$ cat src/sv/rep_pkg.sv
`timescale 1ns / 1ps

package rep_pkg;

    // Iteration count defaults and table size
    localparam int unsigned CORDIC_STAGES_DEF = 16;
    localparam int unsigned ATAN_ENTRIES      = 24;

    // CORDIC vector and angle widths
    localparam int unsigned CW = 34;
    localparam int unsigned ZW = 34;

    // Start vector x: gain constant in Q2.30
    localparam logic signed [CW-1:0] CORDIC_GAIN = 34'sd652032874;

    // Configuration port
    localparam int unsigned WR_INDEX_W = 3;
    localparam int unsigned WR_DATA_W  = 32;

    localparam logic [WR_INDEX_W-1:0] REG_CENTER_X     = 3'd0;
    localparam logic [WR_INDEX_W-1:0] REG_CENTER_Y     = 3'd1;
    localparam logic [WR_INDEX_W-1:0] REG_MAJOR_RADIUS = 3'd2;
    localparam logic [WR_INDEX_W-1:0] REG_MINOR_RADIUS = 3'd3;
    localparam logic [WR_INDEX_W-1:0] REG_ROTATION     = 3'd4;

    // atan(2^-i) in units of 2^-32 turn
    function automatic logic [31:0] atan_turn(input int unsigned idx);
        logic [31:0] val;
        unique case (idx)
            0:       val = 32'h20000000;
            1:       val = 32'h12E4051E;
            2:       val = 32'h09FB385B;
            3:       val = 32'h051111D4;
            4:       val = 32'h028B0D43;
            5:       val = 32'h0145D7E1;
            6:       val = 32'h00A2F61E;
            7:       val = 32'h00517C55;
            8:       val = 32'h0028BE53;
            9:       val = 32'h00145F2F;
            10:      val = 32'h000A2F98;
            11:      val = 32'h000517CC;
            12:      val = 32'h00028BE6;
            13:      val = 32'h000145F3;
            14:      val = 32'h0000A2FA;
            15:      val = 32'h0000517D;
            16:      val = 32'h000028BE;
            17:      val = 32'h0000145F;
            18:      val = 32'h00000A30;
            19:      val = 32'h00000518;
            20:      val = 32'h0000028C;
            21:      val = 32'h00000146;
            22:      val = 32'h000000A3;
            23:      val = 32'h00000051;
            default: val = 32'h00000000;
        endcase
        return val;
    endfunction

endpackage

$ cat src/sv/rep_cordic.sv
`timescale 1ns / 1ps

// Pipelined rotation-mode CORDIC: 16-bit turn fraction in, cos/sin in Q2.30 out.
// Registered steps in order: input capture, ITERS iteration stages, quadrant fold.
module rep_cordic #(
    parameter int unsigned ITERS = rep_pkg::CORDIC_STAGES_DEF
) (
    input  logic                            clk,
    input  logic [15:0]                     ang,
    output logic signed [rep_pkg::CW-1:0]   cos_val,
    output logic signed [rep_pkg::CW-1:0]   sin_val
);

    localparam int unsigned CW = rep_pkg::CW;
    localparam int unsigned ZW = rep_pkg::ZW;

    logic signed [CW-1:0] x_reg [0:ITERS];
    logic signed [CW-1:0] y_reg [0:ITERS];
    logic signed [ZW-1:0] z_reg [0:ITERS];
    logic [1:0]           q_reg [0:ITERS];

    logic signed [CW-1:0] cos_next;
    logic signed [CW-1:0] sin_next;
    logic signed [CW-1:0] cos_reg;
    logic signed [CW-1:0] sin_reg;

    // Capture: quadrant off the top, low 14 bits into the turn accumulator
    always_ff @(posedge clk)
    begin
        x_reg[0] <= rep_pkg::CORDIC_GAIN;
        y_reg[0] <= '0;
        z_reg[0] <= $signed({4'b0000, ang[13:0], 16'h0000});
        q_reg[0] <= ang[15:14];
    end

    // One micro-rotation per stage
    for (genvar i = 0; i < ITERS; i++)
    begin : g_iter
        localparam logic signed [ZW-1:0] ATAN =
            $signed({2'b00, rep_pkg::atan_turn(i)});

        logic signed [CW-1:0] dx;
        logic signed [CW-1:0] dy;
        logic signed [CW-1:0] x_next;
        logic signed [CW-1:0] y_next;
        logic signed [ZW-1:0] z_next;

        always_comb
        begin
            dx = y_reg[i] >>> i;
            dy = x_reg[i] >>> i;
            if (!z_reg[i][ZW-1])
            begin
                x_next = x_reg[i] - dx;
                y_next = y_reg[i] + dy;
                z_next = z_reg[i] - ATAN;
            end
            else
            begin
                x_next = x_reg[i] + dx;
                y_next = y_reg[i] - dy;
                z_next = z_reg[i] + ATAN;
            end
        end

        always_ff @(posedge clk)
        begin
            x_reg[i+1] <= x_next;
            y_reg[i+1] <= y_next;
            z_reg[i+1] <= z_next;
            q_reg[i+1] <= q_reg[i];
        end
    end

    // Quadrant fold
    always_comb
    begin
        unique case (q_reg[ITERS])
            2'd0:
            begin
                cos_next = x_reg[ITERS];
                sin_next = y_reg[ITERS];
            end
            2'd1:
            begin
                cos_next = -y_reg[ITERS];
                sin_next = x_reg[ITERS];
            end
            2'd2:
            begin
                cos_next = -x_reg[ITERS];
                sin_next = -y_reg[ITERS];
            end
            2'd3:
            begin
                cos_next = y_reg[ITERS];
                sin_next = -x_reg[ITERS];
            end
        endcase
    end

    always_ff @(posedge clk)
    begin
        cos_reg <= cos_next;
        sin_reg <= sin_next;
    end

    assign cos_val = cos_reg;
    assign sin_val = sin_reg;

endmodule

$ cat config.mk
export PLATFORM = sky130hd
export DESIGN_NAME = rep_cordic
export DESIGN_NICKNAME = d
export VERILOG_FILES = /design/src/sv/rep_pkg.sv /design/src/sv/rep_cordic.sv
export SDC_FILE = /design/constraint.sdc
export NUM_CORES = 2
export LEC_CHECK = 0
export ABC_AREA = 0
export ABC_CLOCK_PERIOD_IN_PS = 10100
export BUFFER_PORTS_ARGS = -buffer_cell sky130_fd_sc_hd__buf_2
export CORE_AREA = 8 8 571 573
export DETAILED_ROUTE_END_ITERATION = 10
export DIE_AREA = 0 0 579 581
export PLACE_DENSITY = 0.59
export SLEW_MARGIN = 20
export SYNTH_ARGS = -nofsm -noshare
export SYNTH_HDL_FRONTEND = slang
export SYNTH_SLANG_ARGS = --single-unit
export TNS_END_PERCENT = 50
$ cat constraint.sdc
create_clock -name clk -period 10.1 [get_ports clk]
set_input_delay 0.505 -clock clk [delete_from_list [all_inputs] [get_ports clk]]
set_output_delay 0.505 -clock clk [all_outputs]
set_load 0.02 [all_outputs]
# Word-level counts from Yosys, hierarchy flattened

Memories as Yosys holds them, arrays and structs flattened.
Index checks and enable logic that the tools add are counted.

Bits in registers: 68
RAM bits: 1768
Output and inout bits: 68
Memories: 4

Memory list:

| memory | words | bits a word | read ports | clocked after memory_dff | wr ports | RTL line         | RTL |
|---|---|---|---|---|---|---|---|
| x_reg  | 17    | 34          | 17         | 0                        | 17       | rep_cordic.sv:17 | `logic signed [CW-1:0] x_reg [0:ITERS];` |
| y_reg  | 17    | 34          | 17         | 0                        | 17       | rep_cordic.sv:18 | `logic signed [CW-1:0] y_reg [0:ITERS];` |
| z_reg  | 17    | 34          | 16         | 0                        | 17       | rep_cordic.sv:19 | `logic signed [ZW-1:0] z_reg [0:ITERS];` |
| q_reg  | 17    | 2           | 17         | 0                        | 17       | rep_cordic.sv:20 | `logic [1:0] q_reg [0:ITERS];` |

Add/sub/neg operators: 97
Equal/unequal tests: 3
Mux-type cells: 50
Reduce and logical (&&, ||, !) cells: 1

Operators by type and width:

| operator                                       | number |
|---|---|
| 34-bit two-way mux                             | 48 |
| 34-bit one-hot mux with 4 select lines         | 2 |
| 34-bit by 19-bit adder with 34-bit output      | 2 |
| 34-bit by 20-bit adder with 34-bit output      | 2 |
| 34-bit by 21-bit adder with 34-bit output      | 2 |
| 34-bit by 22-bit adder with 34-bit output      | 2 |
| 34-bit by 23-bit adder with 34-bit output      | 2 |
| 34-bit by 24-bit adder with 34-bit output      | 2 |
| 34-bit by 25-bit adder with 34-bit output      | 2 |
| 34-bit by 26-bit adder with 34-bit output      | 2 |
| 34-bit by 27-bit adder with 34-bit output      | 2 |
| 34-bit by 28-bit adder with 34-bit output      | 2 |
| 34-bit by 29-bit adder with 34-bit output      | 2 |
| 34-bit by 30-bit adder with 34-bit output      | 2 |
| 34-bit by 31-bit adder with 34-bit output      | 2 |
| 34-bit by 32-bit adder with 34-bit output      | 2 |
| 34-bit by 33-bit adder with 34-bit output      | 2 |
| 34-bit negator                                 | 2 |
| 34-bit by 19-bit subtractor with 34-bit output | 2 |
| 34-bit by 20-bit subtractor with 34-bit output | 2 |
| 34-bit by 21-bit subtractor with 34-bit output | 2 |
| 34-bit by 22-bit subtractor with 34-bit output | 2 |
| 34-bit by 23-bit subtractor with 34-bit output | 2 |
| 34-bit by 24-bit subtractor with 34-bit output | 2 |
| 46 further kinds                               | 57 |

# Depth between registers and ports, before layout

Depth after elaboration: 2
Gate-level depth with buffers: 23

# Worst setup path before layout

Ideal clock, no wire load.

Path type: reg-to-reg
From: mem z_reg[13][33] (netlist: z_reg[0][475])
To: mem x_reg[14][30]
Setup time: 127 ps
Data arrival time: 4268 ps
Setup slack: 5706 ps
Stages on the path, launching flop included: 15
Period minus slack after synthesis: 4394 ps
Cell sequence: dfxtp_1 > clkbuf_1 > clkbuf_1 > mux2_2 > fa_1 > a211oi_1 > o21ai_1 > a41o_1 > a2111oi_0 > o31ai_1 > a21o_1 > a31oi_1 > or3_1 > o21ai_0 > xor2_1

RTL lines:

| item        | RTL line |
|---|---|
| from (decl) | rep_cordic.sv:19 |
| to (decl)   | rep_cordic.sv:17 |

==> key figures <==
Die
  – Row count: about 210
  – Overall die width: 579 microns
  – Die height: ~580 microns
  – I/O pin cnt: 85
  – Core box area: between 300000 and 400000 sq um
  – Initial Utilization: 0.349
  – Die Area: 336000 sq um

Routing
  – Routed Antenna Nets: 0
  – Vias/cell: 5.28
  – WL/cell: 16.8 microns
  – DRC: 0
  – DR iter-0 viols: between 5000 and 6000
  – Routed WL: between 200 and 300 mm
  – Detailed-route via count: around 93000
  – First-pass iteration count of the detailed router: 6

Critical path
  – Worst reg2reg path depth: 15
  – Worst-path cell chain: buf_4, inv_1, o41ai_1, xor2_1, ha_1, o21ai_0, nand2b_1, a21oi_1, a2111oi_0, o2111a_1, nand2b_1, a41oi_1, a21oi_1, mux2i_1, o2111ai_1
  – CP Data Arrival Time: 5.85 ns
  – Critical path depth: 15
  – Worst Path Max Fanout: 63
  – Crit-path slowest cell: a2111oi_0
  – WS Path Type: reg2reg
  – Worst Path Buf+Inv: 2
  – Worst path top cell family by delay: compound AO/OA/AOI/OAI gates
  – Setup crit end kind: flip-flop
  – Worst setup SP type: flip-flop
  – Req. time, crit path: 10.79 ns
  – Slowest stage delay, CP: between 0.8 and 0.9 ns

Timing
  – RSZ-0062 raised after global routing: false
  – Clock skew: 0.102 ns
  – Final hold violation count: 0
  – Minimum clock period: 5.16 ns
  – Setup TNS: 0 ns
  – Hold WS: roughly 0.29 ns
  – Pins Over Slew Limit: 0
  – Worst Tran Pin Value: 1.09 ns
  – Setup violators final: 0
  – Crit share post-route: 0.511
  – Worst rel slew slack: 0.255
  – Fmax achieved: 194 MHz

Min path
  – Hold Path Stages: 2
  – Min-Delay Path Class: in2reg

Synthesis
  – Most frequent cell after synthesis: dfxtp_1
  – Top cells by area, synth: dfxtp_1, ha_1, xnor2_1, a21oi_1, xor2_1
  – Unique masters post-synth: 87
  – Sequential fraction of the synthesis area: 0.271
  – Mean Syn Cell Area: 8.33 sq um
  – Async SR Flop Fraction: 0
  – Post-Syn Nets: 14600
  – Post-synth EDFFs: 0
  – Syn Inst Count: 13300
  – Most common library cells after synthesis: dfxtp_1, a21oi_1, ha_1
  – Synth Flop Type: dfxtp_1
  – Synthesized flop and latch total: 1497
  – Biggest area consumer among synthesized cells: dfxtp_1
  – Cell area after synthesis: 111000 sq um
  – Yosys Warn Count: 0
  – Yosys top cell area share: 0.271

Clock network
  – TritonCTS clock tree: yes
  – Clk pin slew, worst setup/hold paths: 0.06 ns
  – Root buf cell: clkbuf_16
  – Inserted Clock Buffers: 177
  – CTS sink cnt: 1497
  – CTS max path bufs: 4
  – Worst skew pair latency: 0.88 ns
  – CTS HTree Levels: 4

Cells and area
  – # fillers: 32400
  – Largest register FFs: 477
  – Nets: approximately 15000
  – Layout overhead on the synthesized area: 10.1%
  – Layout cells sized above 1: 0.0441

GRT
  – Total Routing Usage GR: 0.168
  – Initial antenna violation count: 8
  – Largest net degree at the start of global routing: 99
  – First-pass GRT wire length: 474 mm
  – Vias in the first global route: 88600
  – Remaining Overflow, GRT: 0

Place
  – DP Wirelength: 237 mm
  – Routability cong.: between 0.8 and 0.9
  – Number of port buffers: 84

Run
  – Max_cap viols: 0

Status
  – Status: complete, no violations
## repair_timing
| item | in CTS | in global routing |
|---|---|---|
| setup endpoints to repair | 0 | 0 |
| hold endpoints to repair | 16 | 0 |
| setup buffers | 0 | 0 |
| hold buffers | 16 | 0 |
| resized for setup | 0 | 0 |
## area by class of cell
type	instances	area [sq um]	area share
antenna	4	10.0	0.0000823
clock buffer	222	4880	0.0401
tap	4180	5230	0.0430
inverter	548	2060	0.0169
sequential	1497	30000	0.246
multi-input combinational	10900	77300	0.636
timing repair buffer	142	896	0.00736
clock inverter	100	1280	0.0105
## per-layer routing
| layer | share of wire | GRT usage | routed length (microns) |
|---|---|---|---|
| met4 | 0.032 | 0.0496 | 9310 |
| met1 | 0.46 | 0.216 | 136000 |
| met2 | 0.47 | 0.296 | 140000 |
| met3 | 0.036 | 0.0171 | 10500 |
| met5 | 0.000037 | 0 | 11 |
## cells by family (layout without fill, tap and decap cells)
logic type / count (synthesis) / in the layout / synth area share
xor+xnor: 1808 / 1808 / 0.143
mux: 125 / 125 / 0.0122
buf+inv: 859 / 1012 / 0.0292
simple gates: 3566 / 3566 / 0.157
fa+ha+maj: 1357 / 1357 / 0.156
compound gates: 4060 / 4060 / 0.231
other cells: 1 / 5 / 0.0000339
flops: 1497 / 1497 / 0.271
## cells in the final DEF, fill, tap and decap left out, types with 221 or more instances in the layout
cell / count
ha_1: 1321
a21oi_1: 1462
nor2_1: 1159
xor2_1: 648
xnor2_1: 1160
inv_1: 544
dfxtp_1: 1481
a21o_1: 723
o21ai_0: 671
nand3_1: 221
nor3_1: 345
nand2_1: 698
## through the flow
step	area (sq um)	std cells	util	worst slack, ns
after floorplan	111000	13300	-	5.71
after global placement	115000	17300	0.364	4.97
after detailed placement	115000	17300	0.364	4.98
after CTS	122000	17600	0.384	4.95
after global routing	122000	17600	0.384	4.46
final	122000	17600	0.384	4.94
## path summary, 6_finish.rpt
| path | from | slack (ns) | end |
|---|---|---|---|
| min reg2reg | z_reg[0][375] | 0.32 | z_reg[0][409] |
| min | ang[15] | 0.29 | q_reg[0][1] |
| max | z_reg[0][271] | 4.94 | y_reg[8][32] |
| max reg2reg | z_reg[0][271] | 4.94 | y_reg[8][32] |
Power is not shown: default switching activity piles up to over one toggle a cycle in this logic, so the estimate is an artifact.
